### src/rtl/i3p_pkg.sv
// Shared types and constants for the ID3v2 text frame parser.
// Used by i3p_classify, i3p_core and id3v2_text_frame_parser; no dependencies.
package i3p_pkg;

  // Fields longer than this many characters are cut
  localparam logic [7:0] TEXT_LIMIT = 8'd255;

  typedef enum logic [1:0] {
    KIND_NONE   = 2'd0,
    KIND_ARTIST = 2'd1,
    KIND_TITLE  = 2'd2,
    KIND_ALBUM  = 2'd3
  } kind_t;

  typedef struct packed {
    logic [7:0] data_byte;
    logic       buffer_last;
  } in_item_t;

  typedef struct packed {
    logic       text_valid;
    logic [1:0] field_kind;
    logic [7:0] text_byte;
    logic       field_end;
    logic       parse_done;
    logic [2:0] parse_status;
  } out_item_t;

endpackage

### src/rtl/i3p_classify.sv
// Frame label decoder: maps a 3- or 4-byte frame label to a text field kind.
// Depends on i3p_pkg.
module i3p_classify (
  input  logic [31:0]         label,
  input  logic                wide,
  output i3p_pkg::kind_t      kind
);

  localparam logic [23:0] LBL_TP1  = "TP1";
  localparam logic [23:0] LBL_TT2  = "TT2";
  localparam logic [23:0] LBL_TAL  = "TAL";
  localparam logic [31:0] LBL_TOLY = "TOLY";
  localparam logic [31:0] LBL_TOPE = "TOPE";
  localparam logic [31:0] LBL_TPE1 = "TPE1";
  localparam logic [31:0] LBL_TPE2 = "TPE2";
  localparam logic [31:0] LBL_TIT2 = "TIT2";

  logic [23:0] l3;
  logic        artist4;

  // v3/v4 labels are four bytes; the short labels match on their first three
  assign l3      = wide ? label[31:8] : label[23:0];
  assign artist4 = wide && (label == LBL_TOLY || label == LBL_TOPE ||
                            label == LBL_TPE1 || label == LBL_TPE2);

  always_comb begin
    if (l3 == LBL_TP1 || artist4) begin
      kind = i3p_pkg::KIND_ARTIST;
    end else if (l3 == LBL_TT2 || (wide && label == LBL_TIT2)) begin
      kind = i3p_pkg::KIND_TITLE;
    end else if (l3 == LBL_TAL) begin
      kind = i3p_pkg::KIND_ALBUM;
    end else begin
      kind = i3p_pkg::KIND_NONE;
    end
  end

endmodule

### src/rtl/i3p_core.sv
// Tag walker: parse state registers and the per-byte next-state/result logic.
// Depends on i3p_pkg and i3p_classify.
module i3p_core (
  input  logic                clk,
  input  logic                rst_n,
  input  logic                step,
  input  i3p_pkg::in_item_t   item,
  output logic                has_result,
  output i3p_pkg::out_item_t  result
);

  localparam logic [2:0]  ST_OK        = 3'd0;
  localparam logic [2:0]  ST_NO_MAGIC  = 3'd1;
  localparam logic [2:0]  ST_BAD_VER   = 3'd2;
  localparam logic [2:0]  ST_EMPTY_TAG = 3'd3;
  localparam logic [2:0]  ST_EARLY_END = 3'd4;
  localparam logic [28:0] POS_MAX      = '1;

  typedef enum logic [2:0] {
    PH_TAG,
    PH_FRAME,
    PH_ENC,
    PH_BODY,
    PH_IDLE
  } phase_t;

  function automatic logic [7:0] magic_byte(input logic [1:0] idx);
    logic [7:0] m;
    unique case (idx)
      2'd0:    m = "I";
      2'd1:    m = "D";
      default: m = "3";
    endcase
    return m;
  endfunction

  phase_t          phase_r, phase_nxt;
  logic [28:0]     pos_r, pos_nxt;
  logic [2:0]      major_r, major_nxt;
  logic [28:0]     tag_end_r, tag_end_nxt;
  logic [3:0]      idx_r, idx_nxt;
  logic [31:0]     label_r, label_nxt;
  logic [31:0]     remain_r, remain_nxt;
  i3p_pkg::kind_t  kind_r, kind_nxt;
  logic [7:0]      count_r, count_nxt;
  logic            open_r, open_nxt;

  logic [7:0]      b;
  logic            wide;
  logic [3:0]      label_len, size_end, hdr_len;
  logic [3:0]      idx_inc;
  logic [27:0]     tend_acc;
  logic [31:0]     label_base, remain_base, remain_dec;
  logic [29:0]     pos_inc;
  logic [7:0]      count_inc;
  i3p_pkg::kind_t  class_kind;

  logic            tv, fe, done, boundary;
  logic [1:0]      fk;
  logic [7:0]      tb;
  logic [2:0]      st;

  assign b           = item.data_byte;
  assign wide        = (major_r >= 3'd3);
  assign label_len   = wide ? 4'd4 : 4'd3;
  assign size_end    = wide ? 4'd8 : 4'd6;
  assign hdr_len     = wide ? 4'd10 : 4'd6;
  assign idx_inc     = idx_r + 4'd1;
  assign tend_acc    = {tag_end_r[20:0], b[6:0]};
  assign label_base  = (idx_r == 4'd0) ? 32'd0 : label_r;
  assign remain_base = (idx_r == 4'd0) ? 32'd0 : remain_r;
  assign remain_dec  = remain_r - 32'd1;
  assign pos_inc     = {1'b0, pos_r} + 30'd1;
  assign count_inc   = count_r + 8'd1;

  i3p_classify u_classify (
    .label (label_nxt),
    .wide  (wide),
    .kind  (class_kind)
  );

  always_comb begin
    phase_nxt   = phase_r;
    major_nxt   = major_r;
    tag_end_nxt = tag_end_r;
    idx_nxt     = idx_r;
    label_nxt   = label_r;
    remain_nxt  = remain_r;
    kind_nxt    = kind_r;
    count_nxt   = count_r;
    open_nxt    = open_r;
    tv          = 1'b0;
    fk          = i3p_pkg::KIND_NONE;
    tb          = 8'd0;
    fe          = 1'b0;
    done        = 1'b0;
    st          = ST_OK;
    boundary    = 1'b0;

    unique case (phase_r)
      PH_TAG: begin
        if (idx_r < 4'd3) begin
          if (b != magic_byte(idx_r[1:0])) begin
            done = 1'b1;
            st   = ST_NO_MAGIC;
          end
        end else if (idx_r == 4'd3) begin
          if (b < 8'd2 || b > 8'd4) begin
            done = 1'b1;
            st   = ST_BAD_VER;
          end else begin
            major_nxt = b[2:0];
          end
        end else if (idx_r >= 4'd6) begin
          tag_end_nxt = {1'b0, tend_acc};
          if (idx_r == 4'd9) begin
            if (tend_acc == 28'd0) begin
              done = 1'b1;
              st   = ST_EMPTY_TAG;
            end else begin
              // tag end counts the 10-byte header
              tag_end_nxt = {1'b0, tend_acc} + 29'd10;
            end
          end
        end
        idx_nxt = idx_inc;
        if (idx_r >= 4'd9) begin
          phase_nxt = PH_FRAME;
          idx_nxt   = 4'd0;
        end
      end
      PH_FRAME: begin
        if (idx_r == 4'd0 && b == 8'd0) begin
          done = 1'b1;   // padding
        end else begin
          label_nxt  = label_base;
          remain_nxt = remain_base;
          if (idx_r < label_len) begin
            label_nxt = {label_base[23:0], b};
          end else if (idx_r < size_end) begin
            remain_nxt = (major_r == 3'd4) ? {remain_base[24:0], b[6:0]}
                                           : {remain_base[23:0], b};
          end
          idx_nxt = idx_inc;
          if (idx_inc >= hdr_len) begin
            kind_nxt = class_kind;
            idx_nxt  = 4'd0;
            if (remain_nxt == 32'd0) begin
              boundary = 1'b1;
            end else begin
              phase_nxt = PH_ENC;
            end
          end
        end
      end
      PH_ENC: begin
        remain_nxt = remain_dec;
        if (kind_r != i3p_pkg::KIND_NONE && b == 8'd0) begin
          if (remain_dec == 32'd0) begin
            fe = 1'b1;
            fk = kind_r;
          end else begin
            open_nxt  = 1'b1;
            count_nxt = 8'd0;
          end
        end else begin
          kind_nxt = i3p_pkg::KIND_NONE;
        end
        if (remain_dec == 32'd0) begin
          boundary = 1'b1;
        end else begin
          phase_nxt = PH_BODY;
        end
      end
      PH_BODY: begin
        remain_nxt = remain_dec;
        if (open_r) begin
          fk = kind_r;
          if (b == 8'd0) begin
            fe       = 1'b1;
            open_nxt = 1'b0;
          end else begin
            tv        = 1'b1;
            tb        = b;
            count_nxt = count_inc;
            if (remain_dec == 32'd0 || count_inc >= i3p_pkg::TEXT_LIMIT) begin
              fe       = 1'b1;
              open_nxt = 1'b0;
            end
          end
        end
        if (remain_dec == 32'd0) begin
          boundary = 1'b1;
        end
      end
      default: begin
      end
    endcase

    // end of a frame: stop at the tag end, otherwise expect the next header
    if (boundary) begin
      open_nxt = 1'b0;
      if (pos_inc >= {1'b0, tag_end_r}) begin
        done = 1'b1;
      end else begin
        phase_nxt = PH_FRAME;
        idx_nxt   = 4'd0;
      end
    end

    if (phase_r != PH_IDLE && !done && item.buffer_last) begin
      done = 1'b1;
      st   = ST_EARLY_END;
      if (open_nxt) begin
        fe = 1'b1;
        fk = kind_nxt;
      end
    end

    if (done) begin
      phase_nxt = PH_IDLE;
    end
  end

  assign pos_nxt    = (pos_r != POS_MAX) ? pos_inc[28:0] : pos_r;
  assign has_result = tv | fe | done;

  always_comb begin
    result.text_valid   = tv;
    result.field_kind   = fk;
    result.text_byte    = tb;
    result.field_end    = fe;
    result.parse_done   = done;
    result.parse_status = st;
  end

  // a final buffer byte re-arms the walker
  always_ff @(posedge clk) begin
    if (!rst_n || (step && item.buffer_last)) begin
      phase_r   <= PH_TAG;
      pos_r     <= '0;
      major_r   <= '0;
      tag_end_r <= '0;
      idx_r     <= '0;
      label_r   <= '0;
      remain_r  <= '0;
      kind_r    <= i3p_pkg::KIND_NONE;
      count_r   <= '0;
      open_r    <= 1'b0;
    end else if (step) begin
      phase_r   <= phase_nxt;
      pos_r     <= pos_nxt;
      major_r   <= major_nxt;
      tag_end_r <= tag_end_nxt;
      idx_r     <= idx_nxt;
      label_r   <= label_nxt;
      remain_r  <= remain_nxt;
      kind_r    <= kind_nxt;
      count_r   <= count_nxt;
      open_r    <= open_nxt;
    end
  end

endmodule

### src/rtl/id3v2_text_frame_parser.sv
// Top level of the ID3v2 text frame parser: input register, result register
// and valid/stall handshakes around the tag walker. Depends on i3p_pkg, i3p_core.
//
// Usage: the file buffer enters one byte per item on in_data (data_byte,
// buffer_last). Each item updates the walker and yields zero or one result
// item on out_data: a text character tagged with its field kind, a field end,
// or the final parse status when the walk is done.
// Throughput: one byte per cycle, sustained, while the result side takes
// items. An accepted byte goes first into the input register; its result
// goes into the result register when the byte advances, and out_valid
// shows it from there until it is taken.
// Stall: when out_stall holds a waiting result, the input register still
// absorbs one more byte; bytes that give no result keep flowing through,
// and in_stall rises only when the next result has nowhere to go.
// Reset (rst_n low, synchronous) empties both registers and returns the
// walker to the tag header. A byte with buffer_last set re-arms the walker
// the same way, so the next byte is taken as the start of a new buffer.
module id3v2_text_frame_parser (
  input  logic                clk,
  input  logic                rst_n,
  input  logic                in_valid,
  output logic                in_stall,
  input  i3p_pkg::in_item_t   in_data,
  output logic                out_valid,
  input  logic                out_stall,
  output i3p_pkg::out_item_t  out_data
);

  logic                in_valid_r;
  i3p_pkg::in_item_t   in_item_r;
  logic                out_valid_r;
  i3p_pkg::out_item_t  out_item_r;

  logic                has_res;
  i3p_pkg::out_item_t  res;
  logic                out_free;
  logic                advance;
  logic                accept;

  assign out_free = !out_valid_r || !out_stall;
  // a byte that yields no result may pass even while the output is held
  assign advance  = in_valid_r && (out_free || !has_res);
  assign in_stall = in_valid_r && !advance;
  assign accept   = in_valid && !in_stall;

  i3p_core u_core (
    .clk        (clk),
    .rst_n      (rst_n),
    .step       (advance),
    .item       (in_item_r),
    .has_result (has_res),
    .result     (res)
  );

  always_ff @(posedge clk) begin
    if (!rst_n) begin
      in_valid_r  <= 1'b0;
      out_valid_r <= 1'b0;
    end else begin
      if (accept) begin
        in_valid_r <= 1'b1;
      end else if (advance) begin
        in_valid_r <= 1'b0;
      end
      if (advance && has_res) begin
        out_valid_r <= 1'b1;
      end else if (!out_stall) begin
        out_valid_r <= 1'b0;
      end
    end
  end

  always_ff @(posedge clk) begin
    if (accept) begin
      in_item_r <= in_data;
    end
    if (advance && has_res) begin
      out_item_r <= res;
    end
  end

  assign out_valid = out_valid_r;
  assign out_data  = out_item_r;

endmodule
### config.mk
export PLATFORM = sky130hd
export DESIGN_NAME = id3v2_text_frame_parser
export DESIGN_NICKNAME = d
export VERILOG_FILES = /design/src/rtl/i3p_pkg.sv /design/src/rtl/i3p_classify.sv /design/src/rtl/i3p_core.sv /design/src/rtl/id3v2_text_frame_parser.sv
export SDC_FILE = /design/constraint.sdc
export NUM_CORES = 1
export LEC_CHECK = 0
export BUFFER_PORTS_ARGS = -buffer_cell sky130_fd_sc_hd__buf_2
export CAP_MARGIN = 20
export CORE_AREA = 8 8 182 184
export DETAILED_ROUTE_END_ITERATION = 10
export DIE_AREA = 0 0 190 192
export PLACE_DENSITY_LB_ADDON = 0.05
export SLEW_MARGIN = 10
export SYNTH_ARGS = -nofsm -noshare
export SYNTH_HDL_FRONTEND = slang
export SYNTH_HIERARCHICAL = 1
export SYNTH_SLANG_ARGS = --single-unit
### constraint.sdc
create_clock -name clk -period 14 [get_ports clk]
set_clock_uncertainty 0.05 [all_clocks]
set_input_delay 0.7 -clock clk [delete_from_list [all_inputs] [get_ports clk]]
set_output_delay 0.7 -clock clk [all_outputs]
set_load 0.01 [all_outputs]
After elaboration in Yosys (flattened, before gate mapping) --
Cells that the tools add are included.
Cells by class: reductions and logical operators 47, multiplexer cells 100, equality and inequality tests 24, order comparisons 11, bitwise operators 8, add/subtract/negate cells 5
Operator list (number):
- 32-bit 2-to-1 mux | 11
- 32-bit by 31-bit equality test with 1-bit output (second input constant) | 5
- 24-bit by 23-bit equality test with 1-bit output (second input constant) | 3
- 32-bit logical NOT | 2
- 32-bit one-hot mux with 2 select lines | 1
- 29-bit 2-to-1 mux | 2
- 8-bit 2-to-1 mux | 6
- 3-bit 2-to-1 mux | 14
- 1-bit 2-to-1 mux | 35
- 32-bit by 1-bit subtractor with 32-bit output (second input constant) | 1
- 29-bit by 1-bit adder with 30-bit output (second input constant) | 1
- 30-bit by 29-bit greater-or-equal comparator with 1-bit output | 1
- 28-bit by 4-bit adder with 29-bit output (second input constant) | 1
- 29-bit != test (second input constant) | 1
- 28-bit logical NOT | 1
- 4-bit 2-to-1 mux | 7
- 2-bit 2-to-1 mux | 13
- 24-bit 2-to-1 mux | 1
- 8-bit one-hot mux with 2 select lines | 1
- 7-bit one-hot mux with 2 select lines | 1
- 1-bit logical AND | 11
- 1-bit logical OR | 10
- 5-bit AND reduction | 2
- 3-bit one-hot mux with 3 select lines | 1
- other kinds (37) | 63
Storage, ports and cells: bits of input ports 13, bits in registers 170, word-level logic and storage cells 216

Longest topological paths before layout --
word-level depth 27, gate-level depth with buffers 26

Cells and area by module --
Netlist, hierarchy kept.
By module, submodules not included:
- i3p_core | area an instance 10625.2 um^2, sequential area each 2862.7 um^2, cells an instance 1432, instances 1
- id3v2_text_frame_parser | area an instance 845.8 um^2, sequential area each 790.8 um^2, cells an instance 36, instances 1
- i3p_classify | area an instance 420.4 um^2, sequential area each 0.0 um^2, cells an instance 61, instances 1

Least setup slack after synthesis --
No wires, ideal clock.
kind reg2reg, start register u_core.pos_r[11], end register u_core.count_r[2], required time 13880 ps, arrival time 4718 ps, slack 9162 ps, stages on the path, launching flop included 25, library setup time 70 ps, path through dfxtp_1 -> clkbuf_1 -> nand4_1 -> nor3_1 -> nand3_1 -> nor2_1 -> and3_1 -> xor2_1 -> ha_1 -> a21o_1 -> a21o_1 -> a21oi_1 -> nand4_1 -> o21ai_0 -> and3_1 -> o21a_1 -> nand2b_1 -> a31oi_1 -> clkbuf_1 -> inv_1 -> clkbuf_1 -> nor2_1 -> nand4_1 -> or3b_2 -> a21oi_1
On the way: longest elaborated chain between the ends 15, elaborated cells on any way between the ends 17, classes of those cells add/sub (1); order compare (1); mux (4); bitwise (2); reduce/logical (9)
RTL lines:
- from (decl) | RTL line i3p_core.sv:38 | logic [28:0] pos_r, pos_nxt;
- from (signal assigned) | RTL line i3p_core.sv:252 | pos_r <= pos_nxt;
- 29-bit by 1-bit adder with 30-bit output (*) | RTL line i3p_core.sv:73 | assign pos_inc = {1'b0, pos_r} + 30'd1;
- net u_core.pos_inc[23] | RTL line i3p_core.sv:54 | logic [29:0] pos_inc;
- 30-bit by 29-bit greater-or-equal comparator with 1-bit output (*) | RTL line i3p_core.sv:203 | if (pos_inc >= {1'b0, tag_end_r}) begin
- 1-bit 2-to-1 mux (*) | RTL line i3p_core.sv:203
- 1-bit 2-to-1 mux (*) | RTL line i3p_core.sv:201 | if (boundary) begin
- 1-bit logical NOT | RTL line i3p_core.sv:211 | if (phase_r != PH_IDLE && !done && item.buffer_last) begin
- 1-bit logical AND (2 in series) | RTL line i3p_core.sv:211
- 1-bit 2-to-1 mux | RTL line i3p_core.sv:211
- 1-bit bitwise OR | RTL line i3p_core.sv:226 | assign has_result = tv | fe | done;
- 1-bit bitwise OR (*) | RTL line i3p_core.sv:226
- net has_res | RTL line id3v2_text_frame_parser.sv:34 | logic has_res;
- 1-bit logical NOT (*) | RTL line id3v2_text_frame_parser.sv:42 | assign advance = in_valid_r && (out_free || !has_res);
- 1-bit logical OR (*) | RTL line id3v2_text_frame_parser.sv:42
- 1-bit logical AND (*) | RTL line id3v2_text_frame_parser.sv:42
- net advance | RTL line id3v2_text_frame_parser.sv:37 | logic advance;
- branches (longest 2 deep; another with 6-bit AND reduction)
- to (signal assigned) | RTL line i3p_core.sv:259 | count_r <= count_nxt;
- to (decl) | RTL line i3p_core.sv:45 | logic [7:0] count_r, count_nxt;
Mark *: on every way through the listed nets, which the timed path passes. A chain may end at the register's enable or synchronous reset.

Final worst setup path --
start register u_core.major_r[1], end register u_core.idx_r[1]
On the way: longest elaborated chain between the ends 24, elaborated cells on any way between the ends 38, classes of those cells order compare (4); eq/ne (1); mux (22); bitwise (2); reduce/logical (9)
RTL lines:
- from (decl) | RTL line i3p_core.sv:39 | logic [2:0] major_r, major_nxt;
- from (signal assigned) | RTL line i3p_core.sv:253 | major_r <= major_nxt;
- 3-bit by 2-bit greater-or-equal comparator with 1-bit output | RTL line i3p_core.sv:64 | assign wide = (major_r >= 3'd3);
- 4-bit 2-to-1 mux | RTL line i3p_core.sv:66 | assign size_end = wide ? 4'd8 : 4'd6;
- 4-bit < comparator | RTL line i3p_core.sv:140 | end else if (idx_r < size_end) begin
- 32-bit 2-to-1 mux | RTL line i3p_core.sv:140
- 32-bit 2-to-1 mux | RTL line i3p_core.sv:138 | if (idx_r < label_len) begin
- 32-bit 2-to-1 mux | RTL line i3p_core.sv:133 | if (idx_r == 4'd0 && b == 8'd0) begin
- 32-bit 2-to-1 mux | RTL line i3p_core.sv:100 | unique case (phase_r)
- 32-bit logical NOT | RTL line i3p_core.sv:148 | if (remain_nxt == 32'd0) begin
- [10 not listed]
- 1-bit bitwise OR (*) | RTL line i3p_core.sv:226
- net has_res | RTL line id3v2_text_frame_parser.sv:34
- 1-bit logical NOT (*) | RTL line id3v2_text_frame_parser.sv:42
- 1-bit logical OR (*) | RTL line id3v2_text_frame_parser.sv:42
- 1-bit logical AND (*) | RTL line id3v2_text_frame_parser.sv:42
- net advance | RTL line id3v2_text_frame_parser.sv:37
- 1-bit logical AND | RTL line i3p_core.sv:239 | if (!rst_n || (step && item.buffer_last)) begin
- 1-bit logical OR | RTL line i3p_core.sv:239
- to (signal assigned) | RTL line i3p_core.sv:255 | idx_r <= idx_nxt;
- to (decl) | RTL line i3p_core.sv:41 | logic [3:0] idx_r, idx_nxt;
Mark *: on every way through the listed nets, which the timed path passes. The rest lies on a longest branch. The select of a mux whose other input is x is not followed.

==> impl_results.md <==
* Top delay family on crit path: buffers and inverters
* Vias in the first global route at roughly 10000
* Cell-internal power at 774 uW
* Drt pass-1 iters at 5
* Synth Area in Simple Gates at 27.9%
* Highest clock rate at around 140 MHz
* Seq cells post-synth at 170
* Largest family of logic cells by synthesized area: simple AND/OR/NAND/NOR gates
* Die area at 0.0365 mm2
* Compound-Gate Fraction of Synth Area at roughly 22%
* TritonCTS clock tree: done
* Hold Fails Final Rpt at 0
* Total Wirelength at around 37000 um
* Multi-input logic area at ~0.0076 mm2
* Relative slew slack at 29.2%
* Worst Tran Pin Value at roughly 1100 ps
* Cell Pwr Density at slightly above 80 mW/mm2
* Initial Utilization at about two fifths
* Most frequent cells in the layout: 195 x nor2_1, 145 x dfxtp_1, 123 x nand2_1
* Die Ht at between 150 and 200 um
* Synth Instances at about 1500
* Drt wl/cell at just under 20 um
* Run status: finished, final reports clean
* Core ar. at 0.0302 mm2
* Hold Buf Count CTS at 0
* Comb pwr share at approximately 5.5%
* Syn avg cell area at ~8 um2
* Tcrit/Tclk final at ~50%
* Area of the mapped netlist at around 0.012 mm2
* Nets@finish at 1537
* N_diodes at 0
* NetSw at 272 uW
* Critical path's slowest cell: buf_4
* Final HPWL DP at 25300 um
* Slew Limit Fails at 0
* Most used cell, CP: buf_4
* Clock Power Share at 45.9%
* Chip Width at approximately 190 um
* Synth warnings at 6
* Ratio of cells with drive above 1 in the final layout at 8.04%
* Max-Cap Viols at 0
* Area grow syn2layout at 7.79%
* Clk sink count at 170
* Post-Synth Adder-Cell Area at between 4 and 5%
* Critical Path RT at 14250 ps
* FFs w/ async S/R, synth at 0%
* Setup bufs post-CTS at 0
* Crit path kind: reg -> reg
* CTS Buffer Depth at 2
* Clock Root Buffer: clkbuf_16
* Crit path cell chain: a21oi_1, inv_1, ha_1, o32ai_1, a22o_2, buf_4, nor4_1, nor3_1, nor3_1, a21oi_1, o21a_1, nand2b_1, a31oi_4, buf_4, nand2_1, nand2_4, buf_4, a21o_1, a31oi_1
* Placed cell count at 1855
* PortBufs at 30
* WP data arrival at 7180 ps
* Seq/Total Area, Yosys at between 30% and 40%
* DRT iter0 DRCs at just under 1000
* Setup TNS at 0 ps
* Reg area at 0.00365 mm2
* Critical Path End Type: flip-flop
* Nature of the critical path startpoint: flip-flop
* Synth Flop Type: dfxtp_1
* Remaining Overflow, GRT at 0
* Global-route wire length before repair at 59700 um
* Netlist cell types at between 80 and 90
* Detail Route Antenna Nets at 0
* XOR/XNOR Fraction of Synth Area at ~5.4%
* Cell Count, Final, Fillers Out at approximately 1900
* P_leak at 0.00444 uW
* Via count at approximately 11000
* Min cycle time layout at around 7000 ps
* # H-tree levels at 4
* Drt drc at 0
* Max VDD drop at between 0.00008 and 0.00009 V
* Global-route usage over all layers at a little over 20%
* Worst Path Max Fanout at between 80 and 90
* Clock-pin slew on the worst setup and hold paths at around 80 ps
* DR vias/cell at about 5.9
* Number of gates resized after CTS at 0
* Clk Latency, worst-skew pair at ~440 ps
* Global placer's final weighted congestion at 0.863
* Final setup vio count at 0
* Sw Ratio at between 20% and 30%
* Largest net degree at the start of global routing at between 80 and 90
* Register share of total power at between 40% and 50%
* Hold crit path type: in -> reg
* Rows at 64
* CTS Buf Count at 17
* WHS at around 380 ps
* Bufs and invs on worst path at 4
* Syn_nets at roughly 1600
* Initial antenna violation count at 0
* I/O pin cnt at 31
* Fillers at about 3100
* Commonest non-fill, non-tap cell in the layout: nor2_1
* RSZ-0062 raised after global routing: false
* CP peak stage delay at ~840 ps
* Post-synth EDFFs at 25
* Multiplexer share of the synthesized area at 3.97%
## power groups by stage
| stage | clock, uW | sequential, uW | combinational, uW |
|---|---|---|---|
| final | 480 | 509 | 57.2 |
| after detailed placement | 0 | 520 | 57.6 |
| after global placement | 0 | 520 | 56.7 |
| after floorplan | 0 | 515 | 39.0 |
| after global routing | 513 | 509 | 63.0 |
| after CTS | 496 | 509 | 57.9 |
## metrics by stage
stage          power (uW)  instance area [um2]  setup slack, ps  utilization [%]
2_1_floorplan         554                11900             9160                -
3_3_place_gp          577                12200             7120             40.5
3_5_place_dp          577                12200             7080             40.5
4_1_cts              1060                12800             7070             42.4
5_1_grt              1080                12800             6520             42.5
6_report             1050                12800             7070             42.5
## registers in the layout, summed over array words and instances (netlist names), 2 cells and up
| register | cells |
|---|---|
| u_core/pos_r | 29 |
| u_core/count_r | 8 |
| u_core/remain_r | 32 |
| u_core/phase_r | 3 |
| u_core/major_r | 3 |
| u_core/kind_r | 2 |
| u_core/label_r | 32 |
| out_data | 16 |
| u_core/idx_r | 4 |
| u_core/tag_end_r | 29 |
| in_item_r | 9 |
## per-layer routing
| metal | wire, um | track usage [%] |
|---|---|---|
| met1 | 18500 | 29.0 |
| met2 | 16200 | 31.4 |
| met4 | 384 | 4.48 |
| met5 | 0 | 0 |
| met3 | 1480 | 3.00 |
## cells in the mapped netlist, types with 8 or more instances
master	count	area share, %
nor2_1	196	6.2
dfxtp_1	145	24
nand2_1	124	3.9
a21oi_1	91	3.8
clkbuf_1	89	2.8
o21ai_0	82	3.5
inv_1	56	1.8
nand3_1	51	2.1
nor3_1	51	2.1
mux2i_1	46	3.9
xnor2_1	46	3.4
ha_1	45	4.7
a22o_1	37	2.7
a211oi_1	35	2.2
o211ai_1	31	2.0
nor4_1	30	1.6
or3_1	29	1.5
xor2_1	27	2.0
edfxtp_1	25	6.3
and3_1	24	1.3
nand4_1	22	1.2
a22oi_1	15	0.95
a21o_1	13	0.82
o31ai_1	12	0.76
buf_1	11	0.35
o21ai_1	11	0.46
or4_1	11	0.69
a31oi_1	10	0.53
and2_1	9	0.47
nand2b_1	9	0.47
buf_2	8	0.34
nor2b_1	8	0.42
## cell families (layout without fill, tap and decap cells)
family	after synthesis	count (layout)
simple gates	634	634
buf+inv	171	134
xor+xnor	73	73
flops	170	170
fa+ha+maj	45	45
compound gates	389	389
mux	47	47
## final timing paths
kind | from | to | slack (ps) | cells after the start
min | in_data[0] | in_item_r[0] | 380 | 1
max | u_core/major_r[1] | u_core/idx_r[1] | 7070 | 19
max reg2reg | u_core/major_r[1] | u_core/idx_r[1] | 7070 | 19
min reg2reg | u_core/count_r[7] | u_core/count_r[7] | 430 | 1
## area by class of cell
cell class	count	area share, %
multi-input combinational	1188	59.3
sequential	170	28.5
tap	396	3.87
clock buffer	19	3.48
timing repair buffer	46	2.14
inverter	56	1.64
clock inverter	13	1.02
Power figures use the tool's default switching activity.
